$ cat src/rtl/core/multi_queue_shared_buffer_core_assert.svh
// ----------------------------------------------------------------------------
// Assertion macros for the shared-buffer queue core
// Each macro expands to a concurrent assertion clocked on clk and disabled
// during rst, or to nothing when NO_ASSERTIONS is defined.
// ----------------------------------------------------------------------------
`ifndef MULTI_QUEUE_SHARED_BUFFER_CORE_ASSERT_SVH
`define MULTI_QUEUE_SHARED_BUFFER_CORE_ASSERT_SVH

`ifndef NO_ASSERTIONS

// condition holds at every edge out of reset
`define MQSB_ASSERT_ALWAYS(label, cond) \
  label: assert property (@(posedge clk) disable iff (rst) (cond)) \
    else $error("mqsb assertion failed");

// same-cycle implication
`define MQSB_ASSERT_IMPLY(label, ante, cons) \
  label: assert property (@(posedge clk) disable iff (rst) (ante) |-> (cons)) \
    else $error("mqsb assertion failed");

// next-cycle implication
`define MQSB_ASSERT_NEXT(label, ante, cons) \
  label: assert property (@(posedge clk) disable iff (rst) (ante) |=> (cons)) \
    else $error("mqsb assertion failed");

`else

`define MQSB_ASSERT_ALWAYS(label, cond)
`define MQSB_ASSERT_IMPLY(label, ante, cons)
`define MQSB_ASSERT_NEXT(label, ante, cons)

`endif

`endif

$ cat src/rtl/core/mqsb_pkg.sv
`timescale 1ns / 1ps
// ----------------------------------------------------------------------------
// mqsb_pkg
// Word types, operation and status codes, and sequencer states shared by
// the shared-buffer queue core.
// ----------------------------------------------------------------------------
package mqsb_pkg;

  // operation codes
  localparam logic OP_ENQ = 1'b0;
  localparam logic OP_DEQ = 1'b1;

  // status codes
  localparam logic [1:0] ST_OK    = 2'd0;
  localparam logic [1:0] ST_FULL  = 2'd1;
  localparam logic [1:0] ST_EMPTY = 2'd2;
  localparam logic [1:0] ST_BADQ  = 2'd3;

  // command word
  typedef struct packed {
    logic               opcode;
    logic [1:0]         queue_id;
    logic signed [31:0] data_in;
  } in_word_t;

  // result word
  typedef struct packed {
    logic signed [31:0] data_out;
    logic [1:0]         status;
  } out_word_t;

  // sequencer states
  typedef enum logic [2:0] {
    S_CLEAR,
    S_IDLE,
    S_ENQ,
    S_LINK,
    S_DHEAD,
    S_DEQ
  } state_t;

endpackage

$ cat src/rtl/core/mqsb_ram.sv
`timescale 1ns / 1ps
// ----------------------------------------------------------------------------
// mqsb_ram
// Generic simple dual-port RAM: one write port, one read port with the read
// data registered.
// ----------------------------------------------------------------------------
module mqsb_ram #(
  parameter int WIDTH = 8,
  parameter int DEPTH = 16,
  localparam int AW = (DEPTH > 1) ? $clog2(DEPTH) : 1
) (
  input  logic             clk,
  input  logic             we,
  input  logic [AW-1:0]    waddr,
  input  logic [WIDTH-1:0] wdata,
  input  logic [AW-1:0]    raddr,
  output logic [WIDTH-1:0] rdata
);

  logic [WIDTH-1:0] mem [DEPTH];

  // write port
  always_ff @(posedge clk) begin
    if (we) begin
      mem[waddr] <= wdata;
    end
  end

  // registered read port
  always_ff @(posedge clk) begin
    rdata <= mem[raddr];
  end

endmodule

$ cat src/rtl/core/multi_queue_shared_buffer_core.sv
`timescale 1ns / 1ps
// ----------------------------------------------------------------------------
// multi_queue_shared_buffer_core
// QUEUES FIFO queues kept as linked lists in one store of ENTRIES words,
// with the unused entries on a common free list.
// ----------------------------------------------------------------------------
// Usage:
//   A command word (cmd) is taken at a clock edge where start is high and
//   busy is low. opcode selects enqueue of data_in or dequeue, queue_id the
//   queue. Every command gives exactly one result word on result, marked by
//   done for one cycle; the receiver has no way to hold it off.
//   States walked after the accepting edge (done follows the last):
//     bad queue number       none, busy stays low, done in the next cycle
//     enqueue, store full    S_ENQ
//     enqueue, empty queue   S_ENQ
//     enqueue, other queue   S_ENQ, S_LINK (second link write)
//     dequeue, empty queue   S_DHEAD
//     dequeue                S_DHEAD, S_DEQ (head read, then link/data read)
//   A new command may be taken in the cycle its predecessor's done is high.
//   The sequencing is set by the registered-read memories: each pointer
//   hop is one read.
//   Reset: after rst the core runs a clearing pass of max(ENTRIES, QUEUES)
//   addresses with busy high, chaining the free list and marking every queue
//   empty.
// ----------------------------------------------------------------------------
`include "multi_queue_shared_buffer_core_assert.svh"

module multi_queue_shared_buffer_core #(
  parameter int ENTRIES = 16,
  parameter int QUEUES  = 4
) (
  input  logic               clk,
  input  logic               rst,
  input  logic               start,
  output logic               busy,
  input  mqsb_pkg::in_word_t cmd,
  output logic               done,
  output mqsb_pkg::out_word_t result
);

  localparam int IW    = $clog2(ENTRIES);
  localparam int PW    = $clog2(ENTRIES + 1);
  localparam int QW    = (QUEUES > 1) ? $clog2(QUEUES) : 1;
  localparam int CLR_N = (ENTRIES > QUEUES) ? ENTRIES : QUEUES;
  localparam int CW    = $clog2(CLR_N);
  localparam logic [PW-1:0] NIL = PW'(ENTRIES);

  // sequencer and pointer registers
  mqsb_pkg::state_t state, state_next;
  logic [CW-1:0]    clr, clr_next;
  logic [PW-1:0]    free_head, free_head_next;
  logic [IW-1:0]    slot, slot_next;
  logic             done_next;
  mqsb_pkg::out_word_t result_next;

  // latched command
  logic [QW-1:0]      q, q_next;
  logic signed [31:0] word, word_next;

  // memory ports
  logic          link_we;
  logic [IW-1:0] link_waddr, link_raddr;
  logic [PW-1:0] link_wdata, link_rd;
  logic          data_we;
  logic [IW-1:0] data_waddr, data_raddr;
  logic [31:0]   data_rd;
  logic          head_we;
  logic [QW-1:0] head_waddr, head_raddr;
  logic [PW-1:0] head_wdata, head_rd;
  logic          tail_we;
  logic [QW-1:0] tail_waddr, tail_raddr;
  logic [IW-1:0] tail_wdata, tail_rd;

  logic bad_q;
  logic clr_last;

  assign bad_q    = (32'(cmd.queue_id) >= QUEUES);
  assign clr_last = (32'(clr) == CLR_N - 1);
  assign busy     = (state != mqsb_pkg::S_IDLE);

  // per-entry links
  mqsb_ram #(.WIDTH(PW), .DEPTH(ENTRIES)) u_link (
    .clk(clk), .we(link_we), .waddr(link_waddr), .wdata(link_wdata),
    .raddr(link_raddr), .rdata(link_rd)
  );

  // per-entry data words
  mqsb_ram #(.WIDTH(32), .DEPTH(ENTRIES)) u_data (
    .clk(clk), .we(data_we), .waddr(data_waddr), .wdata(word),
    .raddr(data_raddr), .rdata(data_rd)
  );

  // queue heads
  mqsb_ram #(.WIDTH(PW), .DEPTH(QUEUES)) u_head (
    .clk(clk), .we(head_we), .waddr(head_waddr), .wdata(head_wdata),
    .raddr(head_raddr), .rdata(head_rd)
  );

  // queue tails
  mqsb_ram #(.WIDTH(IW), .DEPTH(QUEUES)) u_tail (
    .clk(clk), .we(tail_we), .waddr(tail_waddr), .wdata(tail_wdata),
    .raddr(tail_raddr), .rdata(tail_rd)
  );

  // control registers
  always_ff @(posedge clk) begin
    if (rst) begin
      state     <= mqsb_pkg::S_CLEAR;
      clr       <= '0;
      free_head <= '0;
      done      <= 1'b0;
    end else begin
      state     <= state_next;
      clr       <= clr_next;
      free_head <= free_head_next;
      done      <= done_next;
    end
  end

  // payload registers
  always_ff @(posedge clk) begin
    slot   <= slot_next;
    q      <= q_next;
    word   <= word_next;
    result <= result_next;
  end

  // sequencer
  always_comb begin
    state_next     = state;
    clr_next       = clr;
    free_head_next = free_head;
    slot_next      = slot;
    q_next         = q;
    word_next      = word;
    done_next      = 1'b0;
    result_next    = result;

    link_we    = 1'b0;
    link_waddr = slot;
    link_wdata = NIL;
    link_raddr = IW'(free_head);
    data_we    = 1'b0;
    data_waddr = IW'(free_head);
    data_raddr = IW'(head_rd);
    head_we    = 1'b0;
    head_waddr = q;
    head_wdata = NIL;
    head_raddr = q;
    tail_we    = 1'b0;
    tail_waddr = q;
    tail_wdata = IW'(free_head);
    tail_raddr = q;

    case (state)
      // chain entry i to i+1 and mark queues empty, one address a cycle
      mqsb_pkg::S_CLEAR: begin
        link_we    = (32'(clr) < ENTRIES);
        link_waddr = IW'(clr);
        link_wdata = (32'(clr) == ENTRIES - 1) ? NIL : PW'(32'(clr) + 1);
        head_we    = (32'(clr) < QUEUES);
        head_waddr = QW'(clr);
        head_wdata = NIL;
        clr_next   = clr + CW'(1);
        if (clr_last) begin
          state_next = mqsb_pkg::S_IDLE;
        end
      end

      // take a command; reads of head/tail/free link launch here
      mqsb_pkg::S_IDLE: begin
        head_raddr = QW'(cmd.queue_id);
        tail_raddr = QW'(cmd.queue_id);
        if (start) begin
          q_next    = QW'(cmd.queue_id);
          word_next = cmd.data_in;
          if (bad_q) begin
            done_next   = 1'b1;
            result_next = '{data_out: '0, status: mqsb_pkg::ST_BADQ};
          end else if (cmd.opcode == mqsb_pkg::OP_ENQ) begin
            state_next = mqsb_pkg::S_ENQ;
          end else begin
            state_next = mqsb_pkg::S_DHEAD;
          end
        end
      end

      // enqueue: report full if the free list is empty, else pop free list, store word, hook onto queue
      mqsb_pkg::S_ENQ: begin
        if (free_head == NIL) begin
          done_next   = 1'b1;
          result_next = '{data_out: '0, status: mqsb_pkg::ST_FULL};
          state_next  = mqsb_pkg::S_IDLE;
        end else begin
          free_head_next = link_rd;
          slot_next      = IW'(free_head);
          data_we        = 1'b1;
          tail_we        = 1'b1;
          link_we        = 1'b1;
          if (head_rd == NIL) begin
            head_we     = 1'b1;
            head_wdata  = free_head;
            link_waddr  = IW'(free_head);
            link_wdata  = NIL;
            done_next   = 1'b1;
            result_next = '{data_out: '0, status: mqsb_pkg::ST_OK};
            state_next  = mqsb_pkg::S_IDLE;
          end else begin
            link_waddr = tail_rd;
            link_wdata = free_head;
            state_next = mqsb_pkg::S_LINK;
          end
        end
      end

      // terminate the new tail entry
      mqsb_pkg::S_LINK: begin
        link_we     = 1'b1;
        link_waddr  = slot;
        link_wdata  = NIL;
        done_next   = 1'b1;
        result_next = '{data_out: '0, status: mqsb_pkg::ST_OK};
        state_next  = mqsb_pkg::S_IDLE;
      end

      // dequeue: head known, report empty or fetch its link and data
      mqsb_pkg::S_DHEAD: begin
        link_raddr = IW'(head_rd);
        data_raddr = IW'(head_rd);
        slot_next  = IW'(head_rd);
        if (head_rd == NIL) begin
          done_next   = 1'b1;
          result_next = '{data_out: '0, status: mqsb_pkg::ST_EMPTY};
          state_next  = mqsb_pkg::S_IDLE;
        end else begin
          state_next = mqsb_pkg::S_DEQ;
        end
      end

      // unlink head, push entry onto free list
      mqsb_pkg::S_DEQ: begin
        head_we        = 1'b1;
        head_wdata     = link_rd;
        link_we        = 1'b1;
        link_waddr     = slot;
        link_wdata     = free_head;
        free_head_next = {{(PW-IW){1'b0}}, slot};
        done_next      = 1'b1;
        result_next    = '{data_out: data_rd, status: mqsb_pkg::ST_OK};
        state_next     = mqsb_pkg::S_IDLE;
      end

      default: begin
        state_next = mqsb_pkg::S_IDLE;
      end
    endcase
  end

  // checks
  `MQSB_ASSERT_ALWAYS(a_free_head_range, free_head <= NIL)
  `MQSB_ASSERT_NEXT(a_accept_progress, start && !busy, busy || done)
  `MQSB_ASSERT_IMPLY(a_link_after_enq, state == mqsb_pkg::S_LINK,
                     $past(state) == mqsb_pkg::S_ENQ)
  `MQSB_ASSERT_IMPLY(a_fail_zero_data, done && result.status != mqsb_pkg::ST_OK,
                     result.data_out == 0)

endmodule

$ cat config.mk
export PLATFORM = sky130hd
export DESIGN_NAME = multi_queue_shared_buffer_core
export DESIGN_NICKNAME = d
export VERILOG_FILES = /design/src/rtl/core/mqsb_pkg.sv /design/src/rtl/core/mqsb_ram.sv /design/src/rtl/core/multi_queue_shared_buffer_core.sv
export VERILOG_INCLUDE_DIRS = /design/src /design/src/rtl/core
export SDC_FILE = /design/constraint.sdc
export NUM_CORES = 1
export LEC_CHECK = 0
export ABC_AREA = 1
export BUFFER_PORTS_ARGS = -buffer_cell sky130_fd_sc_hd__buf_4
export CAP_MARGIN = 20
export CORE_ASPECT_RATIO = 1.4
export CORE_UTILIZATION = 35
export DETAILED_ROUTE_END_ITERATION = 10
export GPL_TIMING_DRIVEN = 0
export PLACE_DENSITY = 0.51
export SLEW_MARGIN = 5
export SYNTH_ARGS = -nofsm -noshare
export SYNTH_HDL_FRONTEND = slang
export SYNTH_SLANG_ARGS = --single-unit
$ cat constraint.sdc
create_clock -name clk -period 4.5 [get_ports clk]
set_input_delay 0.45 -clock clk [delete_from_list [all_inputs] [get_ports clk]]
set_output_delay 0.45 -clock clk [all_outputs]
set_load 0.02 [all_outputs]
* Word level (Yosys, flattened, before mapping)
Memory sizes are Yosys's and may differ from the RTL's. A register that Yosys moved wholly into a read port is not among the register bits.
Index checks and enable logic that the tools add are counted.
** Cells by class
- Add/sub/neg operators :: 2
- Magnitude comparators :: 1
- Equality and inequality tests :: 14
- Muxes and demuxes :: 42
- Reduce and logical (&&, ||, !) cells :: 11
** Operators by type and width (number)
- case mux 34 bit (4 select lines) :: 1
- two-way mux 34 bit :: 3
- two-way mux 5 bit :: 6
- case mux 5 bit (2 select lines) :: 2
- two-way mux 4 bit :: 4
- case mux 4 bit (2 select lines) :: 2
- case mux 5 bit (3 select lines) :: 1
- two-way mux 3 bit :: 4
- case mux 3 bit (4 select lines) :: 1
- two-way mux 1 bit :: 11
- equality test 5 bit, second input constant :: 2
- two-way mux 2 bit :: 4
- inequality test 2 bit, second input constant :: 4
- AND reduction 2 bit :: 4
- equality test 3 x 2 -> 1 bit, second input constant :: 2
- equality test 3 bit, second input constant :: 2
- case mux 1 bit (3 select lines) :: 2
- adder 4 x 1 -> 5 bit, second input constant :: 1
- adder 4 x 1 -> 4 bit, second input constant :: 1
- equality test 4 bit, second input constant :: 1
- less-than comparator 4 x 3 -> 1 bit, second input constant :: 1
- nonzero test 2 bit :: 2
- nonzero test 4 bit :: 1
- equality test 3 x 1 -> 1 bit, second input constant :: 1
- 7 further kinds :: 7
** Storage, ports and cells
- Flip-flop bits (word level) :: 85
- RAM bits :: 628
- Bits of input ports :: 38
- Output and inout port bits :: 36
- Word-level logic and storage cells :: 83
- Memories :: 4
** Memories
- u_data.mem :: depth 16, width 32, read ports 1, clocked after Yosys merged registers in 1, write ports 1, line mqsb_ram.sv:20 : logic [WIDTH-1:0] mem [DEPTH];
- u_link.mem :: depth 16, width 5, read ports 1, clocked after Yosys merged registers in 1, write ports 1, line mqsb_ram.sv:20
- u_head.mem :: depth 4, width 5, read ports 1, clocked after Yosys merged registers in 1, write ports 1, line mqsb_ram.sv:20
- u_tail.mem :: depth 4, width 4, read ports 1, clocked after Yosys merged registers in 1, write ports 1, line mqsb_ram.sv:20

* Logic depth before layout (Yosys ltp)
- Word-level depth :: 6
- Depth in mapped cells :: 11
- Gate-level depth less buffers :: 10

* Hierarchy
From an unflattened synthesis, not the netlist that was laid out.
** Unflattened totals
- Cell total of the unflattened synthesis :: 2968
- Area, all modules :: 31705.4 µm²
** By module, submodules not included
- mqsb_ram (u_data) :: instances 1, cells each 2120, area an instance 22730.6 µm², sequential area each 16015.4 µm²
- mqsb_ram (u_link) :: instances 1, cells each 355, area an instance 3691.0 µm², sequential area each 2502.4 µm²
- multi_queue_shared_buffer_core :: instances 1, cells each 329, area an instance 3525.9 µm², sequential area each 2422.3 µm²
- mqsb_ram (u_head) :: instances 1, cells each 90, area an instance 969.7 µm², sequential area each 700.7 µm²
- mqsb_ram (u_tail) :: instances 1, cells each 74, area an instance 788.3 µm², sequential area each 560.5 µm²

* Least setup slack after synthesis
Ideal clock, no wire load.
- Kind :: flip-flop to flip-flop
- Start :: register free_head[3]
- End :: register result[0] (netlist bit), enable pin
- Library setup time :: 0.425 ns
- Arrival time :: 2.576 ns
- Data required time :: 4.075 ns
- Path slack :: 1.499 ns
- Cell stages (with the launch flop) :: 10
- Path buffers :: 2
- Period minus slack after synthesis :: 3.001 ns
- Cell sequence :: dfxtp_1 -> buf_6 -> nor2_2 -> nand3_2 -> nand2_2 -> inv_1 -> buf_6 -> nand2_1 -> nand2_1 -> nor2_1
** On the way
- Cells in the longest elaborated chain, start to end :: 3
** RTL lines
- start: declaration :: line multi_queue_shared_buffer_core.sv:51 : logic [PW-1:0] free_head, free_head_next;
- start signal: assignment :: line multi_queue_shared_buffer_core.sv:115 : free_head <= free_head_next;
- equality test 5 bit :: line multi_queue_shared_buffer_core.sv:190 : if (free_head == NIL) begin
- inequality test 3 bit (no line)
- AND reduction 3 bit (no line)
- end signal: assignment :: line multi_queue_shared_buffer_core.sv:125 : result <= result_next;
- end: declaration :: line multi_queue_shared_buffer_core.sv:38 : output mqsb_pkg::out_word_t result
Every way passes these cells.
A chain may end at the register's enable or synchronous reset.

* Worst setup path in the final report
- Start :: register free_head[1]
- End :: memory u_data.mem[5][13], enable pin
** On the way
- Cells in the longest elaborated chain, start to end :: 5
** RTL lines
- equality test 5 bit :: line multi_queue_shared_buffer_core.sv:190
- two-way mux 1 bit :: line multi_queue_shared_buffer_core.sv:190
- two-way mux 1 bit :: line multi_queue_shared_buffer_core.sv:155 : case (state)
- two-way mux 1 bit :: line mqsb_ram.sv:24 : if (we) begin
- two-way mux 1 bit (not written as such) :: line mqsb_ram.sv:25 : mem[waddr] <= wdata;
- end: declaration :: line mqsb_ram.sv:20
Parallel ways exist; a longest one is shown, timed or not.

==> results.sh <==
export IMPL_crit_path_capture_type="register"
export IMPL_rsz0062_at_grt="false"
export IMPL_m1WireLength_um=35120
export IMPL_cts_made_buffers=79
export IMPL_worst_slew_slack_as_a_fraction_of_its_limit_pct=26.12
export IMPL_clkPwrFrac_pct=44.4
export IMPL_grt_max_degree=25
export IMPL_met2WireLength_um=48190
export IMPL_cts_root_buf="clkbuf_16"
export IMPL_hold_violations_final=0
export IMPL_std_cell_rows=125
export IMPL_start_util_pct=35.43
export IMPL_htree_levels=3
export IMPL_worst_setup_path_start_kind="register"
export IMPL_skew_ns=0.02201
export IMPL_regToRegStartpoint="free_head[1]$_SDFFE_PP0P_"
export IMPL_drt_wl_total_um=92590
export IMPL_worstSkewPairLatency_ns=0.64
export IMPL_floorplan_die_height_um=345.1
export IMPL_synth_cell_types=39
export IMPL_routability_driven_placement_congestion_ratio=0.8736
export IMPL_p_int_mw=11.60
export IMPL_vias=19216
export IMPL_dpl_cell_area_sq_um=31840
export IMPL_cts_num_sinks=759
export IMPL_cts_root_to_sink_buffers=3
export IMPL_drt_pass1_iterations=8
export IMPL_timing_critical_path_fanout_max=17
export IMPL_syn_cell_area_sq_um=29430
export IMPL_hold_ws_ns=0.1190
export IMPL_layout_filler_cells=7591
export IMPL_dp_hpwl_um=61170
export IMPL_clkTransAtPathRegs_ns=0.06
export IMPL_core_area_sq_um=83050
export IMPL_worst_endpoint_arrival_ns=3.39
export IMPL_worst_path_max_delay_cell="nor2_4"
export IMPL_final_instance_count_excl_fill=3591
export IMPL_io_pin_count=74
export IMPL_register_area_share_after_synthesis_pct=75.45
export IMPL_setup_total_negative_slack_ns=0
export IMPL_die_width_um=247.1
export IMPL_synth_edf_count=700
export IMPL_top_layer_used="met4"
export IMPL_nets=2486
export IMPL_global_route_overflow_total=0
export IMPL_powerDensity_nw_per_um2=425.0
export IMPL_cp_required_ns=4.82
export IMPL_cellLeakagePower_nw=11.80
export IMPL_worstMarginPinSlew_ns=1.108
export IMPL_critical_path_n_buffers_inverters=3
export IMPL_post_cts_resized=0
export IMPL_drv_cap=0
export IMPL_detail_route_antenna_nets=0
export IMPL_finalSetupViolations=0
export IMPL_placed_cells_incl_taps=3409
export IMPL_p_switching_mw=3.177
export IMPL_final_period_utilization_pct=68.22
export IMPL_power_share_sequential_pct=52.1
export IMPL_finalMaxSlewViolations=0
export IMPL_mean_instance_size_in_the_synthesized_netlist_sq_um=13.14
export IMPL_grt_antenna_before_repair=0
export IMPL_design_die_area_sq_um=85260
export IMPL_async_flop_share_pct=0
export IMPL_status="finished, violations left"
export IMPL_violated_checks="design-rule violations"
export IMPL_share_of_total_power_consumed_by_net_switching_pct=21.50
export IMPL_comb_power_share_pct=3.5
export IMPL_critical_path_max_stage_delay_ns=0.81
export IMPL_dr_wl_met3_um=5664
export IMPL_global_route_usage_total_pct=21.75
export IMPL_worst_slack_ns=1.430
export IMPL_finish_utilization_pct=41.87
export IMPL_place_ws_ns=1.408
export IMPL_area_of_combinational_cells_with_multiple_inputs_sq_um=6148
export IMPL_detailedRoute_firstIterationViolations=1813
export IMPL_startpoint="free_head[1]$_SDFFE_PP0P_"
export IMPL_hold_start="cmd[34]"
export IMPL_routedWlPerCell_um=25.78
export IMPL_post_route_drc_count=14
export IMPL_antenna_cells=0
export IMPL_syn2layout_area_growth_pct=18.16
export IMPL_yosysWarnings=0
export IMPL_cp_top_family="simple AND/OR/NAND/NOR gates"
export IMPL_achievable_frequency_mhz=325.7
export IMPL_yosys_register_bits=759
export IMPL_critical_path_class="reg2reg"
export IMPL_first_global_vias=19471
export IMPL_first_pass_grt_wire_length_um=133100
export IMPL_finalWorstPathRequiredPeriod_ns=3.070
export IMPL_synth_nets=2278
export IMPL_synth_main_ff_cell="edfxtp_1"
export IMPL_synth_cells=2239
export IMPL_drive_above_1_share_pct=13.34
export IMPL_seqCellArea_sq_um=22200
export IMPL_finalPower_mw=14.78
export IMPL_hold_class="in2reg"
export IMPL_buffer_ports_inserted=73
export IMPL_post_route_cell_area_sq_um=34770
export IMPL_via_per_inst=5.351
export IMPL_path_cells="nor2_1 -> nand3_2 -> nand2_2 -> inv_1 -> buf_6 -> nand3_1 -> nor2_4 -> buf_12"
export IMPL_ir_worst_vdd_uv=350.2
export IMPL_cts_tree="yes"
[power groups by stage]
stage                     registers, mW  logic, mW  clock network (mW)
after floorplan                    7.84      0.262                   0
after global placement             7.85      0.479                   0
after detailed placement           7.85      0.489                   0
after CTS                          7.70      0.516                6.67
after global routing               7.70      0.553                6.91
final                              7.70      0.516                6.56
[sequential cells by signal, indices dropped and copies added, names as in the netlist]
| signal | count |
|---|---|
| u_data.rdata | 32 |
| free_head | 5 |
| u_link.mem | 80 |
| done | 1 |
| result | 34 |
| q | 2 |
| clr | 4 |
| u_tail.rdata | 4 |
| u_data.mem | 512 |
| slot | 4 |
| state | 3 |
| u_head.mem | 20 |
| u_link.rdata | 5 |
| u_head.rdata | 5 |
| u_tail.mem | 16 |
| word | 32 |
[Yosys cell counts, types with 10 or more instances]
master | count | share of area (%)
edfxtp_1 | 700 | 71
nor2_1 | 337 | 4.3
o21ai_0 | 257 | 4.4
nand2_1 | 218 | 2.8
inv_1 | 142 | 1.8
nand3_1 | 128 | 2.2
o221ai_1 | 96 | 2.9
clkbuf_1 | 73 | 0.93
dfxtp_1 | 59 | 4.0
buf_2 | 37 | 0.63
o22ai_1 | 34 | 0.72
o211ai_1 | 32 | 0.82
a21oi_1 | 15 | 0.26
nor3_1 | 14 | 0.24
buf_4 | 12 | 0.31
buf_6 | 10 | 0.38
[cell families after synthesis]
group,after synthesis,share of synthesized area (%)
compound gates,466,9.843
xor+xnor,1,0.02977
fa+ha+maj,1,0.04251
buf+inv,281,4.158
flops,759,75.45
simple gates,731,10.48
[metal layers]
layer  track usage (%)  vias up
met2             38.45      781
met4             9.108        0
met1             25.95     9652
li1                  -     8580
met5                 0        -
met3             3.427      203
[layout make-up]
cell class,instances,share of cell area [%]
tap,1079,3.883
clock buffer,106,6.272
buffer,132,1.903
clock inverter,40,1.112
multi-input combinational,1199,17.68
timing repair buffer,127,3.685
sequential,759,63.85
inverter,149,1.616
[final timing paths]
| check | end | slack (ns) | depth (start not counted) |
|---|---|---|---|
| setup / recovery | u_data.mem[5][13]$_DFFE_PP_ | 1.43 | 8 |
| hold / removal | state[2]$_SDFFE_PP0P_ | 0.12 | 3 |
| setup reg to reg | u_data.mem[5][13]$_DFFE_PP_ | 1.43 | 8 |
| hold reg to reg | free_head[4]$_SDFFE_PP0P_ | 0.51 | 2 |
[layout by cell type (no fill, tap or decap), drive strengths merged, types with 2 or more instances in the layout]
cell type / count
bufinv: 6
clkbuf: 179
dlygate4sd3: 35
nand4: 4
nand3: 138
o21ai: 271
a211oi: 2
clkinvlp: 7
a31oi: 4
a21oi: 17
a32oi: 9
o221ai: 96
clkinv: 21
dfxtp: 59
buf: 151
o22ai: 34
edfxtp: 700
inv: 155
o211ai: 32
nor2: 347
nor3: 14
nand2: 226
[tightest hold or removal path: cells and delay by family]
kind                   cells  cell delay (ns)
AOI/OAI and AO/OA          1             0.07
buffers and inverters      1             0.11
and+or+nand+nor            1             0.07
[repair_timing]
item,CTS,global route
endpoints found under the hold margin,37,0
setup buffers,0,0
hold buffers,35,0
(Power assumes the default switching activity.)
